[src/rtl/core/record_dedup_table_assert.svh]
// Assertion macros used by the record_dedup_table sequencer (rdt_seq).
`ifndef RECORD_DEDUP_TABLE_ASSERT_SVH
`define RECORD_DEDUP_TABLE_ASSERT_SVH

// Same-cycle implication, disabled during reset.
`define RDT_ASSERT_NOW(label, clk, rst, ante, cons, msg) \
   label: assert property (@(posedge clk) disable iff (rst) (ante) |-> (cons)) \
      else $error(msg);

// Next-cycle implication, disabled during reset.
`define RDT_ASSERT_NEXT(label, clk, rst, ante, cons, msg) \
   label: assert property (@(posedge clk) disable iff (rst) (ante) |=> (cons)) \
      else $error(msg);

`endif

[src/rtl/core/rdt_pkg.sv]
// Package: types, sizes and state codes of the record dedup table.
`timescale 1ns / 1ps
package rdt_pkg;

   localparam int TABLE_DEPTH   = 2048;
   localparam int INDEX_W       = (TABLE_DEPTH > 1) ? $clog2(TABLE_DEPTH) : 1;
   localparam int COUNT_W       = $clog2(TABLE_DEPTH + 1);
   localparam int ENTRY_INDEX_W = 11;

   typedef struct packed {
      logic               action;
      logic signed [15:0] floor_height;
      logic signed [15:0] ceiling_height;
      logic [63:0]        floor_texture;
      logic [63:0]        ceiling_texture;
      logic signed [15:0] light_level;
      logic signed [15:0] special_type;
      logic signed [15:0] tag_number;
   } rdt_req_type;

   typedef struct packed {
      logic [ENTRY_INDEX_W-1:0] entry_index;
      logic                     was_added;
      logic                     table_full;
   } rdt_rsp_type;

   // One stored record, compared as raw bits.
   typedef struct packed {
      logic [15:0] floor_height;
      logic [15:0] ceiling_height;
      logic [63:0] floor_texture;
      logic [63:0] ceiling_texture;
      logic [15:0] light_level;
      logic [15:0] special_type;
      logic [15:0] tag_number;
   } rdt_record_type;

   typedef struct packed {
      logic               wr_en;
      logic [INDEX_W-1:0] wr_addr;
      logic               rd_en;
      logic [INDEX_W-1:0] rd_addr;
   } rdt_mem_cmd_type;

   typedef enum logic {
      ST_IDLE,
      ST_SCAN
   } rdt_state_type;

   localparam logic ACT_LOOKUP = 1'b0;
   localparam logic ACT_CLEAR  = 1'b1;

endpackage

[src/rtl/core/rdt_match.sv]
// Shared compare unit: full-record equality of the search key and a stored entry.
`timescale 1ns / 1ps
module rdt_match (
   input  rdt_pkg::rdt_record_type key,
   input  rdt_pkg::rdt_record_type entry,
   output logic                    hit
);
   import rdt_pkg::*;

   always_comb begin
      hit = (key.floor_height    == entry.floor_height)    &&
            (key.ceiling_height  == entry.ceiling_height)  &&
            (key.floor_texture   == entry.floor_texture)   &&
            (key.ceiling_texture == entry.ceiling_texture) &&
            (key.light_level     == entry.light_level)     &&
            (key.special_type    == entry.special_type)    &&
            (key.tag_number      == entry.tag_number);
   end

endmodule

[config.mk]
export PLATFORM = sky130hd
export DESIGN_NAME = rdt_match
export DESIGN_NICKNAME = d
export VERILOG_FILES = /design/src/rtl/core/record_dedup_table_assert.svh /design/src/rtl/core/rdt_pkg.sv /design/src/rtl/core/rdt_match.sv
export SDC_FILE = /design/constraint.sdc
export NUM_CORES = 1
export LEC_CHECK = 0
export ABC_AREA = 1
export BUFFER_PORTS_ARGS = -buffer_cell sky130_fd_sc_hd__buf_2
export CAP_MARGIN = 5
export CORE_AREA = 2 2 162 164
export DETAILED_ROUTE_END_ITERATION = 6
export DIE_AREA = 0 0 164 166
export PLACE_DENSITY = 0.37
export SLEW_MARGIN = 20
export SYNTH_ARGS = -nofsm -noshare
export SYNTH_HDL_FRONTEND = slang
export SYNTH_SLANG_ARGS = --single-unit
[constraint.sdc]
create_clock -name vclk -period 1.95
set_input_delay 0.585 -clock vclk [all_inputs]
set_output_delay 0.585 -clock vclk [all_outputs]
set_load 0.03 [all_outputs]
==> results.md, run 1 <==
* Status: complete, but fails checks
* Failing checks: setup timing
* Max-slew violation count at 0
* Max_cap viols at 0
* Antenna viol nets, final at 0
* Final Wtd Congestion at 0.802
* GRT Total Usage at 11.6%
* Yosys cell types at 9
* Post-route DRC at 0
* Placed insts at 1,313
* Min cycle time layout at 2.47 ns
* First-pass GRT wire length at 23,800 um
* Complex-gate fraction of the synthesized area at 0.851%
* Grt total ovfl at 0
* FP Rows at 59
* Critical Setup Path Class: input port to primary output
* Full die area at 27,200 um^2
* Fillers at 3,020
* Largest family of logic cells by synthesized area: XOR/XNOR gates
* Layout cells sized above 1 at 46.6%
* Routed WL at 17,300 um
* Worst EP required at 1.36 ns
* Routed len/inst at 13.1 um
* Antenna violations before repair at 7
* Final Hold Fails at 0
* Seq Cell Count at 0
* Pre-CTS WS at -0.874 ns
* Leakage at 0.00326 uW
* Largest net degree at the start of global routing at 3
* Post-Synth XOR/XNOR Area at 49.4%
* Final setup fails at 1
* Post-CTS Setup Bufs at 0
* Worst hold path type: input port to primary output
* Layout Cells excl Fill at 1,315
* Die width at 164 um
* Hold buffers post-CTS at 0
* Seq/Total Area, Yosys at 0%
* Total power at 1100 uW
* Warnings, synthesis at 0
* Area share of fa/ha/maj cells after synthesis at 0%
* Die Ht at 166 um
* Syn nets at 973
* Number of clock-tree buffers in the layout at 0
* Mapped cell area at 2940 um^2
* RSZ-0062 raised after global routing: true
* Top Ports at 417
* PortBufs at 417
* Reg area at 0 um^2
* Crit end category: primary output
* Worst setup margin at -0.521 ns
* # nets final at 1,395
* Mux contribution to synthesized area at 0%
* Worst vdd ir at 0.0000764 V
* Vias per cell at 3.43
* Core area at 25,600 um^2
* Area grow syn2layout at 95.7%
* Part of the cycle the worst path needs at 127%
* Simple-Gate Fraction of Synth Area at 40.3%
* Slew @ Worst Pin at 0.244 ns
* Worst Path Arrival at 1.89 ns
* Power density over the cells at 191 nW/um^2
* Syn avg cell area at 5.28 um^2
* Slew headroom at 83.7%
* Fmax at 405 MHz
* Crit path launch type: input port
* Drt first pass iters at 4
* Starting density of the core at 11.5%
* Iter 0 DRT Violations at 129
* Via Count at 4,505
* Synthesized instance count at 557
* Worst-path fanout max at 2
* Number of global-route vias before repair at 4,441
* Post-DP HPWL at 16,800 um
==> worst max-delay path, stage by stage <==
cell     delay (ns)
buf_2          0.11
buf_6          0.11
nand2_4        0.07
o21ai_2        0.05
nor2_1         0.10
nand2_1        0.11
nor2_2         0.15
nand2_1        0.06
nor2_1         0.10
nand3_1        0.12
nor2_4         0.17
buf_6          0.15
==> layout by cell type, fill, tap and decap left out <==
cell type	instances
buf_2	406
nor2_4	3
buf_6	12
diode_2	3
o21ai_2	1
nor2_2	9
buf_8	1
nand4_1	5
xor2_1	61
nand2_2	5
buf_4	1
inv_1	74
nor2_1	94
xnor2_4	1
nand2_1	194
o21ai_0	2
xnor2_2	15
nand3_1	1
nand2_4	1
xnor2_1	89
o21ai_1	2
==> timing repair <==
| action | 4_1_cts | 5_1_grt |
|---|---|---|
| resized for setup | 41 | 15 |
| hold endpoints to repair | 0 | 0 |
| setup endpoints to repair | 1 | 1 |
| pin swaps | 42 | 17 |
==> Yosys cell counts (all sizes together) <==
master	number	share of area [%]
inv	74	9.4
nand2	200	26
nand3	1	0.17
nand4	5	1.1
nor2	106	14
o21ai	5	0.85
xnor2	105	31
xor2	61	18
==> where the power goes <==
part	switching [uW]	internal [uW]	leakage (uW)
clock	0	0.000208	0.0000000190
sequential	0	0	0
combinational	476	627	0.00326
==> cell families after synthesis <==
| group | after synthesis |
|---|---|
| simple gates | 312 |
| compound gates | 5 |
| xor+xnor | 166 |
| buf+inv | 74 |
==> layer usage <==
layer  GRT usage [%]  routed length [um]  part of all wire [%]
met1            11.7                5980                    35
met5               0                  40                  0.23
met4           0.381                  94                  0.54
met3            2.57                1650                   9.6
met2            24.6                9490                    55
==> final cells by class <==
class                      instances  area, um^2  area share (%)
antenna                            3        7.51           0.130
inverter                          74         278            4.82
multi-input combinational        483        2860            49.7
tap                              335         419            7.28
timing repair buffer             420        2190            38.0
==> per-stage QoR <==
stage | area [um^2] | hold slack [ns] | setup TNS, ns | util [%]
finish | 5760 | 1.83 | -0.521 | 22.5
global route | 5750 | 1.92 | -0.628 | 22.4
CTS | 5680 | 1.86 | -0.574 | 22.2
detailed placement | 5490 | 1.92 | -0.874 | 21.4
global placement | 5490 | 1.92 | -0.907 | 21.4
floorplan | 2950 | 1.53 | -0.0462 | -
==> final timing paths <==
path / start / to / slack, ns / cells after the start
setup / recovery: key[193] / hit / -0.52 / 12
hold / removal: key[158] / hit / 1.83 / 9
Power figures use the tool's default switching activity.
==> run 2: changes to the inputs <==
==> constraint.sdc (replaced) <==
create_clock -name vclk -period 1.95
set_input_delay 0.39 -clock vclk [all_inputs]
set_output_delay 0.39 -clock vclk [all_outputs]
set_load 0.03 [all_outputs]
==> run 2 against run 1 <==
  * Maximum frequency up 24%
  * Largest cell class unchanged
  * Largest power group unchanged
  * Critical path type unchanged
  * Non-clock buffer count shrank 2
  * The flow still finishes with violations (setup timing)
  * Critical endpoint unchanged
  * Worst hold slack worse by 0.45 ns
  * Core utilization down 0.67 points
==> results.md, run 2 (synthesis gave the netlist of run 1 again) <==
* Status: complete, but fails checks
* Failing checks: setup timing
* Core area at 25,600 um^2
* Max_cap viols at 0
* Slew headroom at 85.5%
* Layout cells sized above 1 at 44.6%
* Core Util, Final at 21.8%
* Full die area at 27,200 um^2
* First-pass GRT wire length at 20,900 um
* Critical Setup Path Class: input port to primary output
* Drt first pass iters at 4
* Final Hold Fails at 0
* Starting density of the core at 11.5%
* Comb pwr share at 100.0%
* Worst-path fanout max at 1
* Part of the cycle the worst path needs at 102%
* Seq Cell Count at 0
* Number of clock-tree buffers in the layout at 0
* Worst hold path type: input port to primary output
* Leading cell types in the layout, fill and taps excluded: buf_2 (412), nand2_1 (198), xnor2_1 (104), nor2_1 (93), inv_1 (74)
* Worst Path Arrival at 1.60 ns
* Vias per cell at 3.37
* Post-DP HPWL at 14,100 um
* Reg area at 0 um^2
* GRT Total Usage at 9.74%
* Die width at 164 um
* Worst EP required at 1.56 ns
* NetSw at 444 uW
* Crit end category: primary output
* Internal at 591 uW
* Post-DP Area at 5460 um^2
* Die Ht at 166 um
* # nets final at 1,393
* Worst vdd ir at 0.0000749 V
* RSZ-0062 raised after global routing: true
* Antenna violations before repair at 0
* Crit path launch type: input port
* Post-route DRC at 0
* Max-slew violation count at 0
* Crit-path slowest cell: xor2_1
* Fmax at 504 MHz
* Area grow syn2layout at 89.9%
* Sequential share of power at 0%
* Min cycle time layout at 1.99 ns
* Power density over the cells at 185 nW/um^2
* Via Count at 4,412
* Post-CTS Setup Bufs at 0
* CP Cell Sequence: buf_2 -> xor2_1 -> nor2_1 -> nand2_1 -> nor2_4 -> nand2_1 -> nor2_4 -> nand3_4 -> nor2_4 -> buf_6
* Number of global-route vias before repair at 4,316
* FP Rows at 59
* Largest net degree at the start of global routing at 3
* Final Instance Area at 5590 um^2
* Commonest non-fill, non-tap cell in the layout: buf_2
* Largest stage delay, worst path at 0.15 ns
* Final Wtd Congestion at 0.775
* Clock network fraction of total power at 0%
* Diodes inserted at 0
* Leakage at 0.00315 uW
* CP most frequent cell: nor2_4
* Routed WL at 14,500 um
* Worst setup margin at -0.0355 ns
* Routed len/inst at 11.1 um
* Sw Share at 42.9%
* PortBufs at 417
* Slew @ Worst Pin at 0.217 ns
* Grt total ovfl at 0
* Top Ports at 417
* Antenna viol nets, final at 0
* Iter 0 DRT Violations at 84
* Final setup fails at 1
-- run 2: power groups by stage --
| stage | combinational, uW | clock (uW) | sequential (uW) |
|---|---|---|---|
| 2_1_floorplan | 455 | 0 | 0 |
| 3_3_place_gp | 1030 | 0 | 0 |
| 3_5_place_dp | 1040 | 0 | 0 |
| 4_1_cts | 1050 | 0 | 0 |
| 5_1_grt | 1170 | 0 | 0 |
| 6_report | 1040 | 0 | 0 |
-- run 2: routing by layer --
layer  wire [um]  vias to the layer above  GRT usage, %
met5           0                        -             0
met1        5250                     1731          10.3
met3        1350                        6          1.60
li1            -                     2451             -
met2        7850                      224          20.4
met4          85                        0         0.496
-- run 2: what timing repair did --
item / 4_1_cts / 5_1_grt
gates resized for setup: 9 / 25
pin swaps: 5 / 9
hold buffers: 0 / 0
endpoints found under the setup margin: 1 / 1
-- run 2: final cells by class --
cell class	instances	area (um^2)
Inverter	74	278
Fill cell	2996	20000
Tap cell	335	419
Multi-Input combinational cell	483	2760
Timing Repair Buffer	418	2130
-- run 2: stage by stage --
stage / worst slack, ns / hold WS, ns / cells / total power (uW) / TNS, ns
floorplan: 0.174 / 1.15 / 557 / 455 / 0
global placement: -0.369 / 1.40 / 1310 / 1030 / -0.369
detailed placement: -0.386 / 1.39 / 1310 / 1040 / -0.386
CTS: -0.256 / 1.40 / 1310 / 1050 / -0.256
global route: -0.180 / 1.46 / 1310 / 1170 / -0.180
finish: -0.0355 / 1.39 / 1310 / 1040 / -0.0355
-- run 2: worst paths after layout --
kind	start	endpoint	depth (start not counted)
hold / removal	key[124]	hit	9
setup / recovery	entry[157]	hit	10
-- run 2: critical path, delay by kind of cell --
kind,cells,cell delay [ns]
AND/OR/NAND/NOR,7,0.81
XOR/XNOR,1,0.15
buffers and inverters,2,0.23
