## src/rtl/core/record_dedup_table_assert.svh

```systemverilog
// Assertion macros used by the record_dedup_table sequencer (rdt_seq).
`ifndef RECORD_DEDUP_TABLE_ASSERT_SVH
`define RECORD_DEDUP_TABLE_ASSERT_SVH

// Same-cycle implication, disabled during reset.
`define RDT_ASSERT_NOW(label, clk, rst, ante, cons, msg) \
   label: assert property (@(posedge clk) disable iff (rst) (ante) |-> (cons)) \
      else $error(msg);

// Next-cycle implication, disabled during reset.
`define RDT_ASSERT_NEXT(label, clk, rst, ante, cons, msg) \
   label: assert property (@(posedge clk) disable iff (rst) (ante) |=> (cons)) \
      else $error(msg);

`endif

```

## src/rtl/core/rdt_pkg.sv

```systemverilog
// Package: types, sizes and state codes of the record dedup table.
`timescale 1ns / 1ps
package rdt_pkg;

   localparam int TABLE_DEPTH   = 2048;
   localparam int INDEX_W       = (TABLE_DEPTH > 1) ? $clog2(TABLE_DEPTH) : 1;
   localparam int COUNT_W       = $clog2(TABLE_DEPTH + 1);
   localparam int ENTRY_INDEX_W = 11;

   typedef struct packed {
      logic               action;
      logic signed [15:0] floor_height;
      logic signed [15:0] ceiling_height;
      logic [63:0]        floor_texture;
      logic [63:0]        ceiling_texture;
      logic signed [15:0] light_level;
      logic signed [15:0] special_type;
      logic signed [15:0] tag_number;
   } rdt_req_type;

   typedef struct packed {
      logic [ENTRY_INDEX_W-1:0] entry_index;
      logic                     was_added;
      logic                     table_full;
   } rdt_rsp_type;

   // One stored record, compared as raw bits.
   typedef struct packed {
      logic [15:0] floor_height;
      logic [15:0] ceiling_height;
      logic [63:0] floor_texture;
      logic [63:0] ceiling_texture;
      logic [15:0] light_level;
      logic [15:0] special_type;
      logic [15:0] tag_number;
   } rdt_record_type;

   typedef struct packed {
      logic               wr_en;
      logic [INDEX_W-1:0] wr_addr;
      logic               rd_en;
      logic [INDEX_W-1:0] rd_addr;
   } rdt_mem_cmd_type;

   typedef enum logic {
      ST_IDLE,
      ST_SCAN
   } rdt_state_type;

   localparam logic ACT_LOOKUP = 1'b0;
   localparam logic ACT_CLEAR  = 1'b1;

endpackage

```

## src/rtl/core/rdt_seq.sv

```systemverilog
// Search sequencer: clear, or walk entries and append on miss; drive result.
`timescale 1ns / 1ps
`include "record_dedup_table_assert.svh"
module rdt_seq (
   input  logic                     clock,
   input  logic                     reset,
   input  logic                     start,
   output logic                     busy,
   input  rdt_pkg::rdt_req_type     req_word,
   output logic                     rsp_strobe,
   output rdt_pkg::rdt_rsp_type     rsp_word,
   input  logic                     hit,
   output rdt_pkg::rdt_record_type  key,
   output rdt_pkg::rdt_mem_cmd_type mem_cmd
);
   import rdt_pkg::*;

   localparam logic [COUNT_W-1:0] DEPTH_COUNT = COUNT_W'(TABLE_DEPTH);

   rdt_state_type        state_ff, state_in;
   logic [COUNT_W-1:0]   count_ff, count_in;
   logic [COUNT_W-1:0]   issue_ff, issue_in;
   logic                 chk_valid_ff, chk_valid_in;
   logic [INDEX_W-1:0]   chk_idx_ff, chk_idx_in;
   logic                 rsp_valid_ff, rsp_valid_in;
   rdt_rsp_type          rsp_word_ff, rsp_word_in;
   rdt_record_type       key_ff, key_in;
   logic                 accept;
   logic                 found;
   logic                 scan_end;

   assign accept   = start && (state_ff == ST_IDLE);
   assign found    = chk_valid_ff && hit;
   assign scan_end = (issue_ff == count_ff) && !found;

   // next state
   always_comb begin
      state_in = state_ff;
      unique case (state_ff)
         ST_IDLE: begin
            if (accept && (req_word.action == ACT_LOOKUP)) begin
               state_in = ST_SCAN;
            end
         end
         ST_SCAN: begin
            if (found || scan_end) begin
               state_in = ST_IDLE;
            end
         end
         default: state_in = ST_IDLE;
      endcase
   end

   // datapath and outputs
   always_comb begin
      count_in     = count_ff;
      issue_in     = issue_ff;
      chk_valid_in = 1'b0;
      chk_idx_in   = chk_idx_ff;
      rsp_valid_in = 1'b0;
      rsp_word_in  = rsp_word_ff;
      key_in       = key_ff;
      mem_cmd      = '0;
      unique case (state_ff)
         ST_IDLE: begin
            if (accept) begin
               if (req_word.action == ACT_CLEAR) begin
                  count_in     = '0;
                  rsp_valid_in = 1'b1;
                  rsp_word_in  = '0;
               end else begin
                  issue_in               = '0;
                  key_in.floor_height    = req_word.floor_height;
                  key_in.ceiling_height  = req_word.ceiling_height;
                  key_in.floor_texture   = req_word.floor_texture;
                  key_in.ceiling_texture = req_word.ceiling_texture;
                  key_in.light_level     = req_word.light_level;
                  key_in.special_type    = req_word.special_type;
                  key_in.tag_number      = req_word.tag_number;
               end
            end
         end
         ST_SCAN: begin
            if (found) begin
               rsp_valid_in            = 1'b1;
               rsp_word_in.entry_index = ENTRY_INDEX_W'(chk_idx_ff);
               rsp_word_in.was_added   = 1'b0;
               rsp_word_in.table_full  = 1'b0;
            end else if (scan_end) begin
               rsp_valid_in = 1'b1;
               if (count_ff == DEPTH_COUNT) begin
                  rsp_word_in.entry_index = '0;
                  rsp_word_in.was_added   = 1'b0;
                  rsp_word_in.table_full  = 1'b1;
               end else begin
                  mem_cmd.wr_en           = 1'b1;
                  mem_cmd.wr_addr         = count_ff[INDEX_W-1:0];
                  count_in                = count_ff + 1'b1;
                  rsp_word_in.entry_index = ENTRY_INDEX_W'(count_ff[INDEX_W-1:0]);
                  rsp_word_in.was_added   = 1'b1;
                  rsp_word_in.table_full  = 1'b0;
               end
            end else if (issue_ff != count_ff) begin
               mem_cmd.rd_en   = 1'b1;
               mem_cmd.rd_addr = issue_ff[INDEX_W-1:0];
               chk_valid_in    = 1'b1;
               chk_idx_in      = issue_ff[INDEX_W-1:0];
               issue_in        = issue_ff + 1'b1;
            end
         end
         default: begin
            chk_valid_in = 1'b0;
         end
      endcase
   end

   always_ff @(posedge clock) begin
      if (reset) begin
         state_ff     <= ST_IDLE;
         count_ff     <= '0;
         issue_ff     <= '0;
         chk_valid_ff <= 1'b0;
         rsp_valid_ff <= 1'b0;
      end else begin
         state_ff     <= state_in;
         count_ff     <= count_in;
         issue_ff     <= issue_in;
         chk_valid_ff <= chk_valid_in;
         rsp_valid_ff <= rsp_valid_in;
      end
   end

   always_ff @(posedge clock) begin
      chk_idx_ff  <= chk_idx_in;
      rsp_word_ff <= rsp_word_in;
      key_ff      <= key_in;
   end

   assign busy       = (state_ff != ST_IDLE);
   assign rsp_strobe = rsp_valid_ff;
   assign rsp_word   = rsp_word_ff;
   assign key        = key_ff;

   `RDT_ASSERT_NOW(a_count_range, clock, reset, 1'b1, count_ff <= DEPTH_COUNT,
      "entry count above table depth")
   `RDT_ASSERT_NOW(a_write_room, clock, reset, mem_cmd.wr_en, count_ff < DEPTH_COUNT,
      "append into a full table")
   `RDT_ASSERT_NEXT(a_clear_empties, clock, reset, accept && (req_word.action == ACT_CLEAR),
      (count_ff == '0) && rsp_valid_ff, "clear did not empty the table")
   `RDT_ASSERT_NEXT(a_scan_result, clock, reset, (state_ff == ST_SCAN) && (found || scan_end),
      rsp_valid_ff && (state_ff == ST_IDLE), "search end without a result")
   `RDT_ASSERT_NOW(a_flags_exclusive, clock, reset, rsp_valid_ff,
      !(rsp_word_ff.was_added && rsp_word_ff.table_full), "added and full together")

endmodule

```

## config.mk

```make
export PLATFORM = sky130hd
export DESIGN_NAME = rdt_seq
export DESIGN_NICKNAME = d
export VERILOG_FILES = /design/src/rtl/core/rdt_pkg.sv /design/src/rtl/core/rdt_seq.sv
export VERILOG_INCLUDE_DIRS = /design/src /design/src/rtl/core
export SDC_FILE = /design/constraint.sdc
export NUM_CORES = 1
export LEC_CHECK = 0
export BUFFER_PORTS_ARGS = -buffer_cell sky130_fd_sc_hd__buf_2
export CAP_MARGIN = 20
export CELL_PAD_IN_SITES_DETAIL_PLACEMENT = 1
export CELL_PAD_IN_SITES_GLOBAL_PLACEMENT = 1
export CORE_AREA = 2 2 176 178
export CTS_CLUSTER_DIAMETER = 50
export DETAILED_ROUTE_END_ITERATION = 10
export DIE_AREA = 0 0 178 180
export PLACE_DENSITY = 0.7
export SLEW_MARGIN = 30
export SYNTH_ARGS = -nofsm -noshare
export SYNTH_HDL_FRONTEND = slang
export SYNTH_SLANG_ARGS = --single-unit
```

## constraint.sdc

```tcl
create_clock -name clock -period 48.8 [get_ports clock]
set_clock_uncertainty 0.1 [all_clocks]
set_input_delay 2.44 -clock clock [delete_from_list [all_inputs] [get_ports clock]]
set_output_delay 2.44 -clock clock [all_outputs]
set_load 0.05 [all_outputs]
```

==> flow_metrics.tcl, run 1 <==
set metrics [dict create \
    rsz0062_at_grt "false" \
    cts_tree "built" \
    avgSynthCellArea_um2 17.7 \
    fmax_mhz 150 \
    start_kind "primary input" \
    cp_slowest_stage_delay_ps 370 \
    timing.critical_path.from "hit" \
    numCtsBuffers 35 \
    status "completed" \
    setup_tns_ps 0 \
    crit_top_cell "buf_2" \
    required_ps 46260 \
    slew_headroom 0.415 \
    final_nets 1198 \
    grt_overflow 0 \
    die_h_um 180 \
    swShare 0.263 \
    drive_gt1_frac 0.522 \
    cts_root_buffer "clkbuf_16" \
    rows 64 \
    htreeDepth 2 \
    final_common_cell "buf_2" \
    synth_area_leaders "edfxtp_1 (78%), dfxtp_1 (6.0%), and3_1 (2.4%), a21oi_1 (1.3%), nand3_1 (1.3%)" \
    synthCells 508 \
    post-cts-setup-buffers 0 \
    ys_seq_area_frac 0.837 \
    ys_types 36 \
    clock_path_buffers 3 \
    r2r-start "busy$_SDFF_PP0_" \
    combPwrFrac 0.110 \
    start_util 0.297 \
    crit_path_end_kind "output port" \
    antenna_left 0 \
    routabilityCongestion 0.859 \
    final_hold_viol_count 0 \
    antenna_found_initial 13 \
    cts_resized 0 \
    r2r.worst_path.cells 3 \
    maxCapViolations 0 \
    grt_pass1_vias 6647 \
    die_w_um 178 \
    internal-power_mw 0.414 \
    grt_usage 0.188 \
    hp-class "reg2reg" \
    num_vias 6501 \
    slew_violations 0 \
    layout_setup_ws_ps 42160 \
    post-route-drc-count 0 \
    fin_hold_ws_ps 416 \
    crit_arrival_ps 4100 \
    yosysTopAreaCellShare 0.777 \
    dr.pass1.iters 5 \
    numPortBuffers 459 \
    setup_viol 0 \
    critPathKind "in2out" \
    wl_per_cell_um 22.2 \
    grt_max_degree 77 \
    worst_pin_slew_ps 876 \
    syn-cell-area_mm2 0.00897 \
    crit_slowest_cell "a311o_1" \
    endpoint "mem_cmd[19]" \
    pwr-share-clk 0.433 \
    power.switching_mw 0.147 \
    crit_path_cell_trace "buf_2, and2_1, a311o_1, buf_4, inv_1, and3_1, buf_2" \
    ys_ff_latch 259 \
    vias_per_cell 4.60 \
    syn_nets 724 \
    holdBufCountCts 0 \
    path_clk_slew_ps 60 \
    period_share 0.136 \
    die-area_mm2 0.0320 \
    crit_buf_inv 4 \
    min_period_ps 6640 \
    drtIter0Drc 390 \
    layout_common_cells "buf_2 (459), edfxtp_1 (232), clkbuf_16 (36)" \
    rrSetupSlack_ps 45890 \
    dp_slack_ps 42160 \
    dpl.hpwl_um 24200 \
    area_delta_synth_final_pct 43.1 \
    worstSetupPathDepth 7 \
    clock_latency_ps 490 \
    critPathMaxFanout 25 \
    wl_um 31400 \
    numClockSinks 259 \
    yosysWarnings 0 \
    cp_top_family "buffers and inverters" \
    final_util 0.425 \
    r2r-end "rsp_word[12]$_SDFFCE_PN0P_" \
    ir_drop_mv 0.0177 \
    synth_top_cell_by_area "edfxtp_1" \
    io_pins 460 \
    cellLeakagePower_nw 5.24 \
    powerDensity_mw_per_mm2 43.7 \
    core_mm2 0.0302 \
    p_seq_frac 0.457 \
    grt_pass1_wl_um 44100 \
]
-- sequential cells by signal (all words and copies together) (netlist names) --
register and flops:
busy 1, issue_ff 12, chk_valid_ff 1, key 208, chk_idx_ff 11, rsp_strobe 1
count_ff 12, rsp_word 13
-- worst min-delay path, delay by kind of cell (launching register included) --
family	cells	cell delay (ps)
AOI/OAI and AO/OA	2	120
DFF	1	340
-- through the flow --
stage / instance area (um^2) / power, mW / std cells
6_report: 12800 / 0.561 / 1414
3_5_place_dp: 11700 / 0.323 / 1341
4_1_cts: 12800 / 0.568 / 1403
3_3_place_gp: 11700 / 0.321 / 1341
2_1_floorplan: 8970 / 0.305 / 508
5_1_grt: 12800 / 0.580 / 1414
-- metal layers --
| metal | wire [um] | vias up | GRT usage |
|---|---|---|---|
| li1 | - | 2940 | - |
| met1 | 11200 | 3236 | 0.207 |
| met2 | 16500 | 269 | 0.330 |
| met3 | 2910 | 52 | 0.0673 |
| met4 | 762 | 4 | 0.0698 |
| met5 | 26 | - | 0 |
-- synthesized netlist by cell type --
cell / n
dfxtp_1: 27
or4_1: 14
o41ai_2: 1
nand4_1: 5
buf_2: 6
nand2_1: 29
nand4_2: 1
and3_1: 34
and2_1: 3
inv_1: 5
a21boi_1: 1
o21a_1: 1
nor3_1: 6
o21ai_0: 7
buf_1: 2
clkbuf_1: 16
o211ai_1: 3
nor3b_1: 1
xnor2_2: 1
xnor2_1: 11
nor4b_1: 2
or2_2: 2
ha_1: 3
o311ai_0: 1
buf_6: 4
a21o_1: 1
nand4b_1: 1
a21oi_1: 24
nand3_1: 23
a311o_1: 1
or3_1: 6
edfxtp_1: 232
xor2_1: 1
o31ai_1: 5
a31oi_1: 18
nor2_1: 10
-- worst min-delay path by stage --
stage | start | endpoint | cells past startpoint
3_5_place_dp | issue_ff[11]$_SDFFE_PP0P_ | issue_ff[11]$_SDFFE_PP0P_ | 2
4_1_cts | issue_ff[11]$_SDFFE_PP0P_ | issue_ff[11]$_SDFFE_PP0P_ | 2
3_3_place_gp | issue_ff[11]$_SDFFE_PP0P_ | issue_ff[11]$_SDFFE_PP0P_ | 2
5_1_grt | issue_ff[11]$_SDFFE_PP0P_ | issue_ff[11]$_SDFFE_PP0P_ | 2
2_1_floorplan | issue_ff[2]$_SDFFE_PP0P_ | chk_idx_ff[2]$_DFFE_PP_ | 0
6_report | issue_ff[11]$_SDFFE_PP0P_ | issue_ff[11]$_SDFFE_PP0P_ | 2
-- area by class of cell --
type                       count  area [um^2]
fill                        3242        17400
sequential                   259         7510
timing repair buffer         465         2350
multi-input combinational    216         1310
clock buffer                  39          912
tap                          396          495
clock inverter                23          209
antenna                       11         27.5
inverter                       5         18.8
-- logic make-up after synthesis --
group | after synthesis | share of synthesized area
adders and majority gates | 3 | 0.00419
DFF | 259 | 0.837
buffers and inverters | 33 | 0.0180
and+or+nand+nor | 137 | 0.0843
AOI/OAI and AO/OA | 63 | 0.0430
xor gates and xnor gates | 13 | 0.0135
-- power groups by stage --
| stage | Clock [mW] | Combinational [mW] | Sequential (mW) |
|---|---|---|---|
| 6_report | 0.243 | 0.0616 | 0.256 |
| 5_1_grt | 0.259 | 0.0648 | 0.257 |
| 4_1_cts | 0.249 | 0.0620 | 0.256 |
| 3_5_place_dp | 0 | 0.0620 | 0.261 |
| 3_3_place_gp | 0 | 0.0609 | 0.260 |
| 2_1_floorplan | 0 | 0.00909 | 0.296 |
(Power assumes the default switching activity.)
==> run 2: changes to the inputs <==
- CORE_AREA: 2 2 176 178 -> 2 2 178 180
- DIE_AREA: 0 0 178 180 -> 0 0 180 182
- PLACE_DENSITY: 0.7 -> 0.68
- clock period: 48.8 -> 6.5 ns (I/O delays scaled with it)
==> run 2 against run 1 <==
Worst hold slack lost 300 ps; clock-buffer cell count shrank 1; flip-flop and latch count is the same; largest power group unchanged; non-clock buffer count grew 209; worst setup slack lost 39000 ps; core utilization grew 5.5 points.
==> flow_metrics.tcl, run 2 (synthesis gave the netlist of run 1 again) <==
set metrics [dict create \
    status "completed" \
    p_seq_frac 0.449 \
    post-route-drc-count 0 \
    antenna_found_initial 12 \
    crit_path_cell_trace "inv_1, ha_1, nor4b_1, a311o_1, inv_1, and3_1, buf_2" \
    numClockSinks 259 \
    power.switching_mw 1.18 \
    clock_latency_ps 510 \
    htreeDepth 2 \
    clock_path_buffers 3 \
    grt_usage 0.218 \
    fin_hold_ws_ps 119 \
    hold_path.startpoint "reset" \
    cts_resized 0 \
    grt_pass1_wl_um 52500 \
    core_mm2 0.0310 \
    r2r-start "issue_ff[2]$_SDFFE_PP0P_" \
    crit_top_cell "inv_1" \
    setup_tns_ps 0 \
    cts_tree "built" \
    start_kind "register" \
    cts_root_buffer "clkbuf_16" \
    critPathKind "reg2out" \
    crit_slowest_cell "a311o_1" \
    internal-power_mw 3.11 \
    vias_per_cell 4.59 \
    die_w_um 180 \
    final_hold_viol_count 0 \
    maxCapViolations 0 \
    combPwrFrac 0.137 \
    grt_pass1_vias 7990 \
    dpl.hpwl_um 25100 \
    routabilityCongestion 0.869 \
    wl_um 37000 \
    required_ps 6070 \
    crit_arrival_ps 3140 \
    slew_headroom 0.433 \
    grt_overflow 0 \
    largest_register_ffs 208 \
    post-cts-setup-buffers 0 \
    rows 65 \
    antenna_left 0 \
    crit_path_end_kind "output port" \
    io_pins 460 \
    grt_max_degree 142 \
    powerDensity_mw_per_mm2 288 \
    slew_violations 0 \
    start_util 0.289 \
    drive_gt1_frac 0.435 \
    path_clk_slew_ps 50 \
    total_power_mw 4.29 \
    wl_per_cell_um 22.8 \
    hp-class "in2reg" \
    min_period_ps 3570 \
    cellLeakagePower_nw 6.09 \
    period_share 0.549 \
    numPortBuffers 459 \
    area_delta_synth_final_pct 65.9 \
    setup_viol 0 \
    numCtsBuffers 34 \
    die_h_um 182 \
    final_nets 1406 \
    n_fill_cell 3268 \
    die-area_mm2 0.0328 \
    timing.critical_path.from "count_ff[0]$_SDFFE_PP0P_" \
    layout_common_cells "buf_2 (459), edfxtp_1 (232), dlygate4sd3_1 (208)" \
    pwr-share-clk 0.414 \
    ir_drop_mv 0.157 \
    fmax_mhz 280 \
    drtIter0Drc 458 \
    rsz0062_at_grt "false" \
    critPathMaxFanout 25 \
    swShare 0.274 \
    dr.pass1.iters 4 \
    final_common_cell "buf_2" \
    num_vias 7463 \
    worst_pin_slew_ps 851 \
    cp_slowest_stage_delay_ps 800 \
]
run 2: cell types whose count changed in the layout (fill, tap and decap cells not counted), sizes merged:
| cell | before | now |
|---|---|---|
| clkinv | 15 | 13 |
| clkbuf | 39 | 38 |
| bufinv | 2 | 1 |
| inv | 9 | 10 |
| diode | 11 | 10 |
| clkinvlp | 2 | 3 |
| dlygate4sd3 | 0 | 208 |
| buf | 465 | 466 |
run 2: final timing paths:
kind	to	slack, ps	cells past startpoint
max	mem_cmd[18]	2930	7
min	busy$_SDFF_PP0_	120	2
max reg2reg	rsp_word[5]$_SDFFCE_PN0P_	3580	6
min reg2reg	issue_ff[11]$_SDFFE_PP0P_	400	2
run 2: layout make-up:
type	instances	area, um^2	area share
antenna	10	25.0	0.00168
clock buffer	38	876	0.0588
clock inverter	22	176	0.0119
inverter	5	18.8	0.00126
multi-input combinational	216	1330	0.0890
sequential	259	7510	0.505
tap	402	503	0.0338
timing repair buffer	674	4450	0.299
run 2: timing repair:
action,4_1_cts,5_1_grt
hold buffers,208,0
endpoints found under the hold margin,208,0
setup endpoints to repair,0,0
run 2: metrics by stage:
stage | cell area, um^2 | setup slack, ps | cells | util
global route | 14900 | 2680 | 1626 | 0.480
CTS | 14900 | 2880 | 1616 | 0.479
detailed placement | 11700 | 3440 | 1348 | 0.378
floorplan | 9000 | -593 | 508 | -
global placement | 11700 | 3550 | 1347 | 0.378
finish | 14900 | 2930 | 1626 | 0.480
run 2: power by group through the flow:
stage	clock (mW)	combinational, mW	sequential [mW]
global route	1.89	0.612	1.93
detailed placement	0	0.473	1.96
CTS	1.80	0.583	1.92
finish	1.77	0.587	1.93
floorplan	0	0.0711	2.20
global placement	0	0.466	1.95
run 2: metal layers:
metal | wire (um) | vias up | global-route usage
met3 | 2650 | 74 | 0.0640
met5 | 24 | - | 0
met4 | 1140 | 4 | 0.0839
met2 | 19200 | 321 | 0.383
li1 | - | 3355 | -
met1 | 14000 | 3709 | 0.250
run 2: critical path, delay by kind of cell, from the launching register on:
kind                     cells  cell delay (ps)
AO/OA/AOI/OAI                1              800
buffers and inverters        3              660
AND/OR/NAND/NOR              2              630
flip-flops                   1              380
adder cells (fa/ha/maj)      1              170
==> run 3: changes to the inputs <==
- clock period: 6.5 -> 3.4 ns (I/O delays scaled with it)
==> run 3 against run 2 <==
Via count increased by 0.84%; total power increased by 94%; sequential power increased by 91%; worst hold slack improved by 40 ps; final cell count increased by 0.31%; core utilization increased by 0.28 points; critical endpoint is now mem_cmd[13]; largest power group unchanged.
==> flow_metrics.tcl, run 3 (synthesis gave the netlist of run 1 again) <==
set metrics [dict create \
    status "completed" \
    clock_latency_ps 490 \
    antenna_left 0 \
    wl_um 38000 \
    wl_met1_um 13500 \
    path_clk_slew_ps 50 \
    cts_tree "built" \
    dr.pass1.iters 5 \
    place_inst 1353 \
    critPathMaxFanout 35 \
    powerDensity_mw_per_mm2 556 \
    period_share 0.905 \
    core_mm2 0.0310 \
    final_hold_viol_count 0 \
    layout_setup_ws_ps 322 \
    vias_per_cell 4.61 \
    crit_arrival_ps 2810 \
    combPwrFrac 0.136 \
    die_w_um 180 \
    slew_violations 0 \
    internal-power_mw 6.11 \
    num_vias 7526 \
    power.switching_mw 2.21 \
    final_cell_area_mm2 0.0150 \
    clock_path_buffers 3 \
    cts_root_buffer "clkbuf_16" \
    p_seq_frac 0.443 \
    grt_overflow 0 \
    io_pins 460 \
    swShare 0.266 \
    wl_met2_um 20300 \
    drive_gt1_frac 0.433 \
    drtIter0Drc 519 \
    final_common_cell "buf_2" \
    grt_pass1_wl_um 53900 \
    setup_viol 0 \
    fmax_mhz 325 \
    numPortBuffers 459 \
    fin_cells 1631 \
    htreeDepth 2 \
    die-area_mm2 0.0328 \
    grt_usage 0.224 \
    die_h_um 182 \
    total_power_mw 8.32 \
    grt_max_degree 158 \
    r2r-end "count_ff[9]$_SDFFE_PP0P_" \
    routabilityCongestion 0.849 \
    r2r-start "count_ff[3]$_SDFFE_PP0P_" \
    ir_drop_mv 0.259 \
    largest_register_ffs 208 \
    n_fill_cell 3269 \
    start_util 0.289 \
    critPathKind "reg2out" \
    wl_met3_um 2870 \
    post-route-drc-count 0 \
    worst_pin_slew_ps 1020 \
    pwr-share-clk 0.422 \
    setup_tns_ps 0 \
    r2r.worst_path.cells 5 \
    numCtsBuffers 35 \
    maxCapViolations 0 \
    rsz0062_at_grt "false" \
    endpoint "mem_cmd[13]" \
    highest_layer "met5" \
    timing.critical_path.from "count_ff[3]$_SDFFE_PP0P_" \
    start_kind "register" \
    fin_hold_ws_ps 158 \
    wl_per_cell_um 23.3 \
    numClockSinks 259 \
    rrSetupSlack_ps 720 \
    dpl_cell_area_mm2 0.0118 \
    rows 65 \
    antenna_found_initial 12 \
    required_ps 3130 \
    dpl.hpwl_um 25400 \
    layout_common_cells "buf_2 (459), edfxtp_1 (232), dlygate4sd3_1 (209)" \
    cellLeakagePower_nw 6.14 \
    hp-class "in2reg" \
    slew_headroom 0.319 \
    dp_slack_ps 738 \
    min_period_ps 3080 \
    final_util 0.483 \
    final_nets 1413 \
    grt_pass1_vias 8259 \
    area_delta_synth_final_pct 66.9 \
    crit_path_end_kind "output port" \
]
==> run 3: changes by cell type in the layout (fill, tap and decap cells not counted), moves of 2 or more <==
cell | before | now
clkinv_2 | 7 | 3
clkbuf_16 | 34 | 36
clkinv_4 | 2 | 0
buf_4 | 5 | 11
inv_6 | 5 | 3
clkbuf_1 | 3 | 6
==> run 3: critical path, cell delays in order (launching register included) <==
cell and delay [ps]:
dfxtp_1 560, xnor2_1 190, nand4_2 170, or3_2 820, nor3_1 270, buf_2 290
==> run 3: worst min path at each step <==
stage / end / slack [ps] / cells after the start / startpoint
after floorplan: key[0]$_DFFE_PP_ / 170 / 0 / req_word[0]
after global placement: key[19]$_DFFE_PP_ / 250 / 1 / req_word[19]
after detailed placement: key[111]$_DFFE_PP_ / 250 / 1 / req_word[111]
after CTS: rsp_word[3]$_SDFFCE_PN0P_ / 120 / 4 / hit
after global routing: rsp_word[3]$_SDFFCE_PN0P_ / 180 / 4 / hit
final: rsp_word[2]$_SDFFCE_PN0P_ / 160 / 4 / hit
==> run 3: layer usage <==
layer,up-vias,global-route usage
met5,-,0
met4,6,0.0862
met3,85,0.0708
met2,343,0.405
met1,3721,0.244
li1,3371,-
==> run 3: layout make-up <==
class                   instances  area, um^2  area share
diodes                         10        25.0     0.00167
clock buffers                  43         937      0.0626
clock inverters                16         159      0.0106
inverters                       5        18.8     0.00125
multi-input cells             216        1320      0.0884
flip-flops and latches        259        7510       0.502
well taps                     402         503      0.0336
repair buffers                680        4490       0.300
==> run 3: what timing repair did <==
item	4_1_cts	5_1_grt
setup endpoints to repair	0	0
hold buffers	209	0
buffers inserted	0	0
endpoints found under the hold margin	216	0
gates resized for setup	0	0
==> run 3: power by group through the flow <==
stage | Clock [mW] | Sequential (mW) | Combinational, mW
after detailed placement | 0 | 3.74 | 0.909
final | 3.51 | 3.69 | 1.13
after global routing | 3.72 | 3.70 | 1.18
after global placement | 0 | 3.73 | 0.899
after CTS | 3.56 | 3.68 | 1.12
after floorplan | 0 | 4.20 | 0.136
